File: src/sv/prpc_pkg.sv
// ----------------------------------------------------------------------------
// prpc_pkg: shared types and constants of the page range permission check
// Holds item kinds, result codes, entry bit layout, the request and result
// records passed between the top level and the walker, and the defaults of
// the top-level parameters.
// ----------------------------------------------------------------------------
`default_nettype none

package prpc_pkg;

  localparam int unsigned ADDR_W = 32;
  localparam int unsigned ENT_W  = 4;

  localparam int unsigned      PAGE_SHIFT_DEF  = 13;
  localparam logic [32:0]      KERNEL_BASE     = 33'd0;
  localparam logic [32:0]      USER_BASE_DEF   = 33'd1048576;
  localparam logic [32:0]      USER_SIZE_DEF   = 33'd1048576;
  localparam int unsigned      TABLE_PAGES_DEF = 128;

  // Entry layout: valid on top, read/write/exec permissions below.
  localparam int unsigned ENT_VALID_BIT = 3;

  typedef enum logic [1:0] {
    KIND_CHECK    = 2'd0,
    KIND_WR_KERN  = 2'd1,
    KIND_WR_USER  = 2'd2
  } kind_e;

  typedef enum logic [1:0] {
    ST_OK      = 2'd0,
    ST_DENIED  = 2'd1,
    ST_INVALID = 2'd2,
    ST_PERM    = 2'd3
  } status_e;

  typedef struct packed {
    logic [ADDR_W-1:0] address;
    logic [ADDR_W-1:0] length;
    logic [2:0]        need;
    logic              kern;
  } check_req_t;

  typedef struct packed {
    logic    valid;
    status_e status;
  } check_res_t;

endpackage

`default_nettype wire

File: src/sv/page_range_permission_check_top.sv
// ----------------------------------------------------------------------------
// page_range_permission_check_top: page range permission checker
// Two page tables (kernel region 0, user region 1) with valid and
// read/write/exec bits per page; checks byte ranges against them.
// ----------------------------------------------------------------------------
// Usage:
//   Drive an item on the *_i payload ports with start high; the transfer
//   happens at the rising edge where start is high and busy is low.
//   kind_i selects a range check or a write of a kernel or user entry.
//   Entry writes give no result. Unknown kinds are dropped.
//   A range check raises done_o for exactly one cycle with status_o.
//   A check is decided without a walk when the range has zero length, lies
//   above region 1 or is kernel denied; otherwise the walker reads one page
//   entry per cycle from the single read port of the table memory, which
//   sets the rate. busy drops in the cycle done_o rises, so the next item
//   can transfer then.
//   Reset: both tables are cleared to invalid by a sweep over all
//   2*2^clog2(TABLE_PAGES) memory words (256 at the default size), one entry per
//   cycle, with busy high throughout.
//   The receiver cannot stall: each result is on status_o only while done_o
//   is high.
// ----------------------------------------------------------------------------
`default_nettype none

module page_range_permission_check_top #(
  parameter int unsigned PAGE_SHIFT  = prpc_pkg::PAGE_SHIFT_DEF,
  parameter logic [32:0] USER_BASE   = prpc_pkg::USER_BASE_DEF,
  parameter logic [32:0] USER_SIZE   = prpc_pkg::USER_SIZE_DEF,
  parameter int unsigned TABLE_PAGES = prpc_pkg::TABLE_PAGES_DEF
) (
  input  wire logic        clk_i,
  input  wire logic        rst_ni,
  input  wire logic        start,
  output      logic        busy,
  input  wire logic [1:0]  kind_i,
  input  wire logic [31:0] address_i,
  input  wire logic [31:0] length_i,
  input  wire logic        need_read_i,
  input  wire logic        need_write_i,
  input  wire logic        need_exec_i,
  input  wire logic        kernel_allowed_i,
  input  wire logic [6:0]  entry_index_i,
  input  wire logic        entry_valid_i,
  input  wire logic [2:0]  entry_perms_i,
  output      logic        done_o,
  output      logic [1:0]  status_o
);

  localparam int unsigned IDX_W   = $clog2(TABLE_PAGES);
  localparam int unsigned MEM_AW  = IDX_W + 1;
  localparam int unsigned MEM_DEP = 2 ** MEM_AW;

  // Clear sweep after reset: walk every memory word once.
  logic              clr_active_q, clr_active_d;
  logic [MEM_AW-1:0] clr_addr_q, clr_addr_d;

  logic accept, is_write, idx_ok, go, walk_busy;
  logic [IDX_W+6:0]  idx_ext;
  logic              mem_we;
  logic [MEM_AW-1:0] mem_waddr, mem_raddr;
  logic [prpc_pkg::ENT_W-1:0] mem_wdata, mem_rdata;

  prpc_pkg::check_req_t req;
  prpc_pkg::check_res_t res;

  assign busy     = clr_active_q | walk_busy;
  assign accept   = start & ~busy;
  assign is_write = (kind_i == prpc_pkg::KIND_WR_KERN) || (kind_i == prpc_pkg::KIND_WR_USER);
  assign go       = accept & (kind_i == prpc_pkg::KIND_CHECK);

  // Drop writes to indexes beyond the table.
  assign idx_ext  = (IDX_W + 7)'(entry_index_i);
  assign idx_ok   = {25'd0, entry_index_i} < 32'(TABLE_PAGES);

  assign clr_active_d = clr_active_q & (clr_addr_q != {MEM_AW{1'b1}});
  assign clr_addr_d   = clr_addr_q + MEM_AW'(1);

  always_ff @(posedge clk_i or negedge rst_ni) begin
    if (!rst_ni) begin
      clr_active_q <= 1'b1;
      clr_addr_q   <= '0;
    end else begin
      clr_active_q <= clr_active_d;
      if (clr_active_q) begin
        clr_addr_q <= clr_addr_d;
      end
    end
  end

  // Share the write port between the clear sweep and entry writes.
  always_comb begin
    if (clr_active_q) begin
      mem_we    = 1'b1;
      mem_waddr = clr_addr_q;
      mem_wdata = '0;
    end else begin
      mem_we    = accept & is_write & idx_ok;
      mem_waddr = {kind_i == prpc_pkg::KIND_WR_USER, idx_ext[IDX_W-1:0]};
      mem_wdata = {entry_valid_i, entry_perms_i};
    end
  end

  assign req.address = address_i;
  assign req.length  = length_i;
  assign req.need    = {need_exec_i, need_write_i, need_read_i};
  assign req.kern    = kernel_allowed_i;

  prpc_ram #(
    .WIDTH (prpc_pkg::ENT_W),
    .DEPTH (MEM_DEP)
  ) u_table (
    .clk_i   (clk_i),
    .we_i    (mem_we),
    .waddr_i (mem_waddr),
    .wdata_i (mem_wdata),
    .raddr_i (mem_raddr),
    .rdata_o (mem_rdata)
  );

  prpc_walk #(
    .PAGE_SHIFT  (PAGE_SHIFT),
    .USER_BASE   (USER_BASE),
    .USER_SIZE   (USER_SIZE),
    .TABLE_PAGES (TABLE_PAGES)
  ) u_walk (
    .clk_i     (clk_i),
    .rst_ni    (rst_ni),
    .go_i      (go),
    .req_i     (req),
    .rd_data_i (mem_rdata),
    .rd_addr_o (mem_raddr),
    .busy_o    (walk_busy),
    .res_o     (res)
  );

  assign done_o   = res.valid;
  assign status_o = res.status;

  a_no_accept_in_clear: assert property (@(posedge clk_i) disable iff (!rst_ni)
    clr_active_q |-> !accept)
    else $error("item accepted during clear sweep");

  a_clear_ends_once: assert property (@(posedge clk_i) disable iff (!rst_ni)
    !clr_active_q |=> !clr_active_q)
    else $error("clear sweep restarted without reset");

  a_done_not_busy_walk: assert property (@(posedge clk_i) disable iff (!rst_ni)
    done_o |-> !walk_busy || $past(accept))
    else $error("result while walker still busy");

endmodule

`default_nettype wire

File: src/sv/prpc_ram.sv
// ----------------------------------------------------------------------------
// prpc_ram: generic simple dual-port RAM
// One write port, one read port with the read data registered.
// ----------------------------------------------------------------------------
`default_nettype none

module prpc_ram #(
  parameter int unsigned WIDTH = 4,
  parameter int unsigned DEPTH = 256
) (
  input  wire logic                     clk_i,
  input  wire logic                     we_i,
  input  wire logic [$clog2(DEPTH)-1:0] waddr_i,
  input  wire logic [WIDTH-1:0]         wdata_i,
  input  wire logic [$clog2(DEPTH)-1:0] raddr_i,
  output      logic [WIDTH-1:0]         rdata_o
);

  logic [WIDTH-1:0] mem_q [DEPTH];

  always_ff @(posedge clk_i) begin
    if (we_i) begin
      mem_q[waddr_i] <= wdata_i;
    end
    rdata_o <= mem_q[raddr_i];
  end

endmodule

`default_nettype wire

File: src/sv/prpc_walk.sv
// ----------------------------------------------------------------------------
// prpc_walk: range classification and page table walker
// Classifies a check request; unless that settles it, reads one table entry
// per cycle from the first page of the range to the last, stopping at the first failing page.
// ----------------------------------------------------------------------------
`default_nettype none

module prpc_walk #(
  parameter int unsigned PAGE_SHIFT  = prpc_pkg::PAGE_SHIFT_DEF,
  parameter logic [32:0] USER_BASE   = prpc_pkg::USER_BASE_DEF,
  parameter logic [32:0] USER_SIZE   = prpc_pkg::USER_SIZE_DEF,
  parameter int unsigned TABLE_PAGES = prpc_pkg::TABLE_PAGES_DEF
) (
  input  wire logic                            clk_i,
  input  wire logic                            rst_ni,
  input  wire logic                            go_i,
  input  wire prpc_pkg::check_req_t            req_i,
  input  wire logic [prpc_pkg::ENT_W-1:0]      rd_data_i,
  output      logic [$clog2(TABLE_PAGES):0]    rd_addr_o,
  output      logic                            busy_o,
  output      prpc_pkg::check_res_t            res_o
);

  localparam int unsigned IDX_W  = $clog2(TABLE_PAGES);
  localparam int unsigned PAGE_W = 33 - PAGE_SHIFT;
  localparam logic [32:0] USER_END = USER_BASE + USER_SIZE;

  typedef enum logic [3:0] {
    S_IDLE  = 4'b0001,
    S_CALC  = 4'b0010,
    S_SETUP = 4'b0100,
    S_WALK  = 4'b1000
  } state_e;

  state_e state_q, state_d;

  logic [prpc_pkg::ADDR_W-1:0] addr_q, len_q;
  logic [2:0]                  need_q;
  logic                        kern_q;
  logic [32:0]                 end_q, end_d;
  logic                        zero_q, above_q, below_q;
  logic [PAGE_W-1:0]           page_q, page_d, last_q, last_d;
  logic                        res_valid_q, res_valid_d;
  prpc_pkg::status_e           res_status_q, res_status_d;

  logic [32:0]       base, off_first, off_last;
  logic [PAGE_W-1:0] page_first, page_inc, page_nxt;
  logic              ent_valid;
  logic              perm_ok;

  assign base       = below_q ? prpc_pkg::KERNEL_BASE : USER_BASE;
  assign off_first  = {1'b0, addr_q} - base;
  assign off_last   = end_q - base;
  assign page_first = off_first[32:PAGE_SHIFT];
  assign page_inc   = page_q + PAGE_W'(1);
  assign page_nxt   = (state_q == S_SETUP) ? page_first : page_inc;
  assign end_d      = {1'b0, addr_q} + {1'b0, len_q} - 33'd1;

  // Kernel table sits in the lower half of the memory, user table above.
  assign rd_addr_o  = {~below_q, page_nxt[IDX_W-1:0]};

  assign ent_valid  = rd_data_i[prpc_pkg::ENT_VALID_BIT];
  assign perm_ok    = (rd_data_i[2:0] & need_q) == need_q;

  always_comb begin
    state_d      = state_q;
    page_d       = page_q;
    last_d       = last_q;
    res_valid_d  = 1'b0;
    res_status_d = res_status_q;
    unique case (state_q)
      S_IDLE: begin
        if (go_i) begin
          state_d = S_CALC;
        end
      end
      S_CALC: begin
        state_d = S_SETUP;
      end
      S_SETUP: begin
        priority if (zero_q || above_q) begin
          res_valid_d  = 1'b1;
          res_status_d = prpc_pkg::ST_OK;
          state_d      = S_IDLE;
        end else if (below_q && !kern_q) begin
          res_valid_d  = 1'b1;
          res_status_d = prpc_pkg::ST_DENIED;
          state_d      = S_IDLE;
        end else if (below_q && ({1'b0, addr_q} < prpc_pkg::KERNEL_BASE)) begin
          res_valid_d  = 1'b1;
          res_status_d = prpc_pkg::ST_INVALID;
          state_d      = S_IDLE;
        end else begin
          page_d  = page_first;
          last_d  = off_last[32:PAGE_SHIFT];
          state_d = S_WALK;
        end
      end
      S_WALK: begin
        priority if (page_q >= PAGE_W'(TABLE_PAGES) || !ent_valid) begin
          res_valid_d  = 1'b1;
          res_status_d = prpc_pkg::ST_INVALID;
          state_d      = S_IDLE;
        end else if (!perm_ok) begin
          res_valid_d  = 1'b1;
          res_status_d = prpc_pkg::ST_PERM;
          state_d      = S_IDLE;
        end else if (page_q >= last_q) begin
          res_valid_d  = 1'b1;
          res_status_d = prpc_pkg::ST_OK;
          state_d      = S_IDLE;
        end else begin
          // Next entry was already requested this cycle.
          page_d = page_inc;
        end
      end
      default: begin
        state_d = S_IDLE;
      end
    endcase
  end

  always_ff @(posedge clk_i or negedge rst_ni) begin
    if (!rst_ni) begin
      state_q      <= S_IDLE;
      res_valid_q  <= 1'b0;
      res_status_q <= prpc_pkg::ST_OK;
    end else begin
      state_q      <= state_d;
      res_valid_q  <= res_valid_d;
      res_status_q <= res_status_d;
    end
  end

  always_ff @(posedge clk_i) begin
    if (state_q == S_IDLE && go_i) begin
      addr_q <= req_i.address;
      len_q  <= req_i.length;
      need_q <= req_i.need;
      kern_q <= req_i.kern;
    end
    if (state_q == S_CALC) begin
      end_q   <= end_d;
      zero_q  <= (len_q == '0);
      above_q <= ({1'b0, addr_q} > USER_END);
      below_q <= ({1'b0, addr_q} < USER_BASE);
    end
    page_q <= page_d;
    last_q <= last_d;
  end

  assign busy_o       = (state_q != S_IDLE);
  assign res_o.valid  = res_valid_q;
  assign res_o.status = res_status_q;

  a_res_one_cycle: assert property (@(posedge clk_i) disable iff (!rst_ni)
    res_valid_q |=> !res_valid_q)
    else $error("result strobe held for more than one cycle");

  a_go_when_idle: assert property (@(posedge clk_i) disable iff (!rst_ni)
    go_i |-> state_q == S_IDLE)
    else $error("check request while walker busy");

  a_walk_in_range: assert property (@(posedge clk_i) disable iff (!rst_ni)
    state_q == S_WALK |-> page_q <= last_q)
    else $error("walk page passed last page of range");

  a_res_source: assert property (@(posedge clk_i) disable iff (!rst_ni)
    res_valid_q |-> ($past(state_q) == S_SETUP || $past(state_q) == S_WALK))
    else $error("result without setup or walk");

endmodule

`default_nettype wire

File: config.mk
export PLATFORM = sky130hd
export DESIGN_NAME = page_range_permission_check_top
export DESIGN_NICKNAME = d
export VERILOG_FILES = /design/src/sv/prpc_pkg.sv /design/src/sv/page_range_permission_check_top.sv /design/src/sv/prpc_ram.sv /design/src/sv/prpc_walk.sv
export SDC_FILE = /design/constraint.sdc
export NUM_CORES = 2
export LEC_CHECK = 0
export ABC_AREA = 1
export BUFFER_PORTS_ARGS = -buffer_cell sky130_fd_sc_hd__clkbuf_2
export CAP_MARGIN = 20
export CORE_AREA = 2 2 429 431
export CTS_CLUSTER_DIAMETER = 50
export DETAILED_ROUTE_END_ITERATION = 10
export DIE_AREA = 0 0 431 433
export GPL_ROUTABILITY_DRIVEN = 0
export HOLD_SLACK_MARGIN = 0.05
export REMOVE_ABC_BUFFERS = 1
export SYNTH_ARGS = -nofsm -noshare
export SYNTH_HDL_FRONTEND = slang
export SYNTH_SLANG_ARGS = --single-unit
File: constraint.sdc
create_clock -name clk_i -period 9.35 [get_ports clk_i]
set_input_delay 0.4675 -clock clk_i [delete_from_list [all_inputs] [get_ports clk_i]]
set_output_delay 0.4675 -clock clk_i [all_outputs]
set_load 0.1 [all_outputs]
Yosys cells after proc, flatten, opt, wreduce, memory -nomap -nowiden
Memories as Yosys holds them, arrays and structs flattened. A register that Yosys moved wholly into a read port is not among the register bits. Cells that the tools add are included.

Add/sub/neg operators: 6. Multipliers: 0. Div/mod/pow operators: 0. Magnitude comparators: 4. Eq/ne operators: 17. Shifts and indexed selects: 0. Mux-type cells: 32. Bitwise logic cells: 10. Reduce and logical (&&, ||, !) cells: 14.

Operator list (count): $mux 20 (5); $pmux 20 s2 (1); $add 32x32->33 (1); $sub 32x21->33 (1); $sub 33x1->33 const B (1); $sub 33x33->33 (1); $gt 32x22->1 const B (1); $logic_not 32->1 (1); $lt 32x21->1 const B (1); $mux 4 (7); $mux 21 (1); $add 20x1->20 const B (1); $ge 20x20->1 (1); $ge 20x8->1 const B (1); $pmux 4 s4 (1); $mux 2 (5); $add 8x1->8 const B (1); $mux 1 (8); $mux 8 (1); $ne 2x2->1 const B (4); $ne 8x8->1 const B (1); $mux 7 (1); $reduce_and 3->1 (2); $reduce_and 6->1 (1); 23 further kinds (34).

Register bits after elaboration: 160. Bits in latches: 0. RAM bits: 1024. Memory bits (read-only): 0. Input port bits: 84. Output and inout port bits: 4. Memories kept: 1.

Memory list: u_table.mem_q (depth 256, bits a word 4, read ports 1, clocked after memory_dff 1, write ports 1, RTL line prpc_ram.sv:19) `logic [WIDTH-1:0] mem_q [DEPTH];`.

Longest topological paths before layout
Depth in word-level cells: 8. Depth in mapped cells: 18. Mapped depth without buffers: 18.

Hierarchy
From an unflattened synthesis, not the netlist that was laid out.

Cells, all modules: 4886. Area total of the unflattened synthesis: 52432.8 um2.

By module, submodules not included: prpc_ram (times used 1, cells each 3720, area each 42824.8 um2, seq. area each 30829.6 um2); prpc_walk (times used 1, cells each 1076, area each 8973.6 um2, seq. area each 4110.2 um2); page_range_permission_check_top (times used 1, cells each 90, area each 634.4 um2, seq. area each 226.5 um2).

Worst setup path after synthesis
Ideal clock, no wire load.

Kind: reg2reg. From: register clr_active_q. To: memory u_table.mem_q[0][0], data pin. Library setup time: 1.406 ns. Arrival time: 6.497 ns. Data required time: 7.944 ns. Slack: 1.447 ns. Stages on the path, launching flop included: 3. Cell sequence: dfstp_2 -> buf_1 -> nor2_1.

Cells in the longest elaborated chain, start to end: 1.

Ends and longest elaborated chain: from (decl) (RTL line page_range_permission_check_top.sv:54) `logic clr_active_q, clr_active_d;`; from (signal assigned) (RTL line page_range_permission_check_top.sv:83) `clr_active_q <= clr_active_d;`; $mux 4 (RTL line page_range_permission_check_top.sv:92) `if (clr_active_q) begin`; via mem_wdata, one bit (RTL line page_range_permission_check_top.sv:61) `logic [prpc_pkg::ENT_W-1:0] mem_wdata, mem_rdata;`; to (decl) (RTL line prpc_ram.sv:19).

The timed path passes the listed nets, and every way through them passes these cells.

Worst setup path in the final report
From: register u_walk.state_q[0]. To: register u_table.rdata_o[3] (read register of u_table.mem_q).

Cells in the longest elaborated chain, start to end: 2.

Ends and longest elaborated chain: from (decl) (RTL line prpc_walk.sv:35) `state_e state_q, state_d;`; from (signal assigned) (RTL line prpc_walk.sv:129) `state_q <= state_d;`; $eq 4x3->1 (RTL line prpc_walk.sv:56) `assign page_nxt = (state_q == S_SETUP) ? page_first : page_inc;`; $mux 7 (RTL line prpc_walk.sv:56); to (decl) (RTL line prpc_ram.sv:16) `output logic [WIDTH-1:0] rdata_o`.

No other way between the ends. A chain may end at the register's enable or synchronous reset.

==> results.ini <==
[status]
outcome = finished clean

[die]
die_w_um = 431
start_util = 0.2985
core_area_um2 = 182100
rows = 157
dieArea_um2 = 186600
io_pins = 88
dieHeight_um = 433

[setup_path]
rr_startpoint = u_walk.state_q[0]
start_kind = flop
cp_top_family = simple AND/OR/NAND/NOR gates
worstSetupStartpoint = u_walk.state_q[0]
crit_type = reg2reg
arrival_ns = 5.28
path_cells = nor2_4 > nand2_4 > nand2_1 > buf_4 > nand2_8 > buf_12 > nand2_1 > nand3_1 > nand3_1 > nand3_1 > nand3_1 > nand3_1 > nand3_1 > nand3_1 > nand2_1
path_max_fanout = 218
cpMaxStageDelayCell = buf_12
critPathBufInv = 2
cpMostUsedCell = nand3_1
cp.required_ns = 9.98
cp-end-kind = flop
critPathMaxStageDelay_ns = 0.71

[sta]
tightest_slew_ns = 1.168
min_period_over_period = 0.4979
setup_violations = 0
relSlewSlack = 0.2211
fmax_ghz = 0.2148
hold_violations = 0
grt_setup_unrepaired = false
finalClockSkew_ns = 0.02350
whs_ns = 0.1538
min_period_ns = 4.655
final-max-slew-violation-count = 0

[detailed_routing]
wl_per_cell_um = 18.11
drt_iter0_drc = 3429
routed_wl_um = 145200
remaining_drc_errors = 0
vias = 37790
postRouteAntennaNets = 0
dr.pass1.iters = 6
drt-vias-per-instance = 4.712

[clock_network]
clockBufferDepth = 3
cts_root_buf = clkbuf_16
cts_tree = built
clock_latency_ns = 0.76
post_cts_resized = 0
cts-buffers-inserted = 134
clk_pin_slew_ns = 0.06
h-tree-depth = 4
cts_sinks = 1175

[yosys]
synth_xor_area_frac = 0.008055
syn_area_per_cell_um2 = 9.977
ys_ff_latch = 1175
synth-simple-area-share = 0.2111
ys_seq_area_frac = 0.6469
synth_compound_area_frac = 0.02262
synthAdderAreaFrac = 0.02071
synth_mux_area_frac = 0
synth_cells = 5449
ys_types = 49
yosys_warnings = 0
synth_area_um2 = 54360
synth_top_family_by_area = simple AND/OR/NAND/NOR gates

[pwr]
ir_worst_vdd_mv = 0.1619
leakage_nw = 25.25
power_density_nw_per_um2 = 190.5

[global_route]
overflow = 0
grt_usage = 0.1540
grt_max_degree = 220
antenna_found_initial = 6
grt_pass1_vias = 37270
grt_pass1_wl_um = 220900

[cells_and_area]
insertedDiodeCount = 0
area_growth_pct = 14.12
fin_area_um2 = 62040
drive_gt1_frac = 0.06779
nets = 5704
final_util = 0.3407

[run]
drv_cap = 0

[min_path]
hold_path_class = in2reg
hold_start = start

[placed_design]
portBuffers = 87
dpl.hpwl_um = 84070
dpl-instance-area_um2 = 57020

-- synthesized netlist by cell type (all sizes together) --
library cell | count | area share
nand2 | 1367 | 0.095
edfxtp | 1155 | 0.64
inv | 964 | 0.067
nand3 | 911 | 0.084
nor2 | 357 | 0.025
buf | 210 | 0.021
o21ai | 101 | 0.0096
ha | 90 | 0.021
a21oi | 53 | 0.0049
clkbuf | 49 | 0.0034
xor2 | 40 | 0.0064
o211ai | 25 | 0.0035
nor3 | 20 | 0.0019
nand4 | 19 | 0.0022
nor4 | 16 | 0.0018
dfrtp | 14 | 0.0064
xnor2 | 10 | 0.0016
a31oi | 8 | 0.00092
o21a | 5 | 0.00069
o21bai | 5 | 0.00069
o31ai | 5 | 0.00069
dfxtp | 4 | 0.0015
or2 | 4 | 0.00046
a21o | 2 | 0.00028
dfstp | 2 | 0.00097
nor3b | 2 | 0.00028
a211oi | 1 | 0.00014
a21boi | 1 | 0.00014
a221oi | 1 | 0.00016
a31o | 1 | 0.00016
clkinv | 1 | 0.000069
o22ai | 1 | 0.00012
o311a | 1 | 0.00018
o311ai | 1 | 0.00016
o32ai | 1 | 0.00016
o41ai | 1 | 0.00016
or4 | 1 | 0.00014
-- layer usage --
layer  global-route usage  part of all wire
met1               0.2022              0.43
met2               0.2553              0.47
met3              0.02459             0.065
met4              0.05890             0.035
met5                    0           0.00013
-- worst paths after layout --
path	to	slack, ns	cells past startpoint
min in group asynchronous	u_walk.res_valid_q	0.19	2
worst max register to register	u_table.rdata_o[3]	4.69	15
max in group asynchronous	clr_active_q	8.81	2
worst max-delay path	u_table.rdata_o[3]	4.69	15
worst min register to register	u_walk.last_q[4]	0.41	0
worst min-delay path	u_walk.state_q[1]	0.15	3
-- where the power goes --
| part | switching, mW | internal [mW] | leakage [nW] |
|---|---|---|---|
| sequential | 0.0259 | 5.83 | 10.6 |
| combinational | 0.586 | 0.220 | 12.5 |
| clock | 2.17 | 2.98 | 2.09 |
-- registers in the layout, indices dropped and copies added, names as in the netlist --
| name | cells |
|---|---|
| u_walk.state_q | 4 |
| u_walk.res_valid_q | 1 |
| u_walk.above_q | 1 |
| u_walk.len_q | 32 |
| u_walk.kern_q | 1 |
| clr_addr_q | 8 |
| u_table.rdata_o | 4 |
| u_walk.last_q | 20 |
| u_walk.res_status_q | 2 |
| u_walk.page_q | 20 |
| u_walk.addr_q | 32 |
| u_walk.zero_q | 1 |
| u_walk.need_q | 3 |
| u_walk.end_q | 20 |
| u_walk.below_q | 1 |
| clr_active_q | 1 |
| u_table.mem_q | 1024 |
-- cells by family after synthesis --
family	after synthesis
AO/OA/AOI/OAI	213
XOR/XNOR	50
adder cells (fa/ha/maj)	90
buffers and inverters	1224
flip-flops	1175
AND/OR/NAND/NOR	2697
-- cell type report --
type,instances,area (um2)
Multi-Input combinational cell,3050,14400
Clock inverter,83,793.3
Clock buffer,158,3507
Tap cell,2385,2984
Inverter,965,3625
Fill cell,18110,120100
Timing Repair Buffer,204,1569
Sequential cell,1175,35170
-- placed cells by master, fill, tap and decap left out, types with 19 or more instances in the layout --
master         count
edfxtp_1        1155
a21oi_1           52
xor2_1            40
nor2_1           349
nand2_1         1351
clkbuf_2          87
inv_1            959
dlygate4sd3_1     69
clkbuf_16        137
nand3_1          909
clkinv_2          25
nand4_1           19
clkinv_1          22
ha_1              90
clkbuf_1          21
o211ai_1          25
buf_4             42
o21ai_0           84
-- stage by stage --
stage / total power, mW / instances / setup WS [ns] / TNS (ns)
after detailed placement: 6.750 / 7709 / 4.851 / 0
after CTS: 11.90 / 8019 / 4.837 / 0
after global routing: 12.19 / 8020 / 4.490 / 0
after global placement: 6.745 / 7709 / 4.897 / 0
final: 11.82 / 8020 / 4.695 / 0
after floorplan: 6.518 / 5190 / -0.7862 / -3.113
-- what timing repair did --
action,CTS,global route
hold endpoints to repair,84,0
endpoints found under the setup margin,0,0
setup buffers,0,0
hold buffers,69,0
-- tightest hold or removal path, cell delays in order --
cell and delay [ns]:
clkbuf_2 0.10, nand3_1 0.21, nor2_1 0.09
No activity file was read; power rests on OpenSTA's default activity.
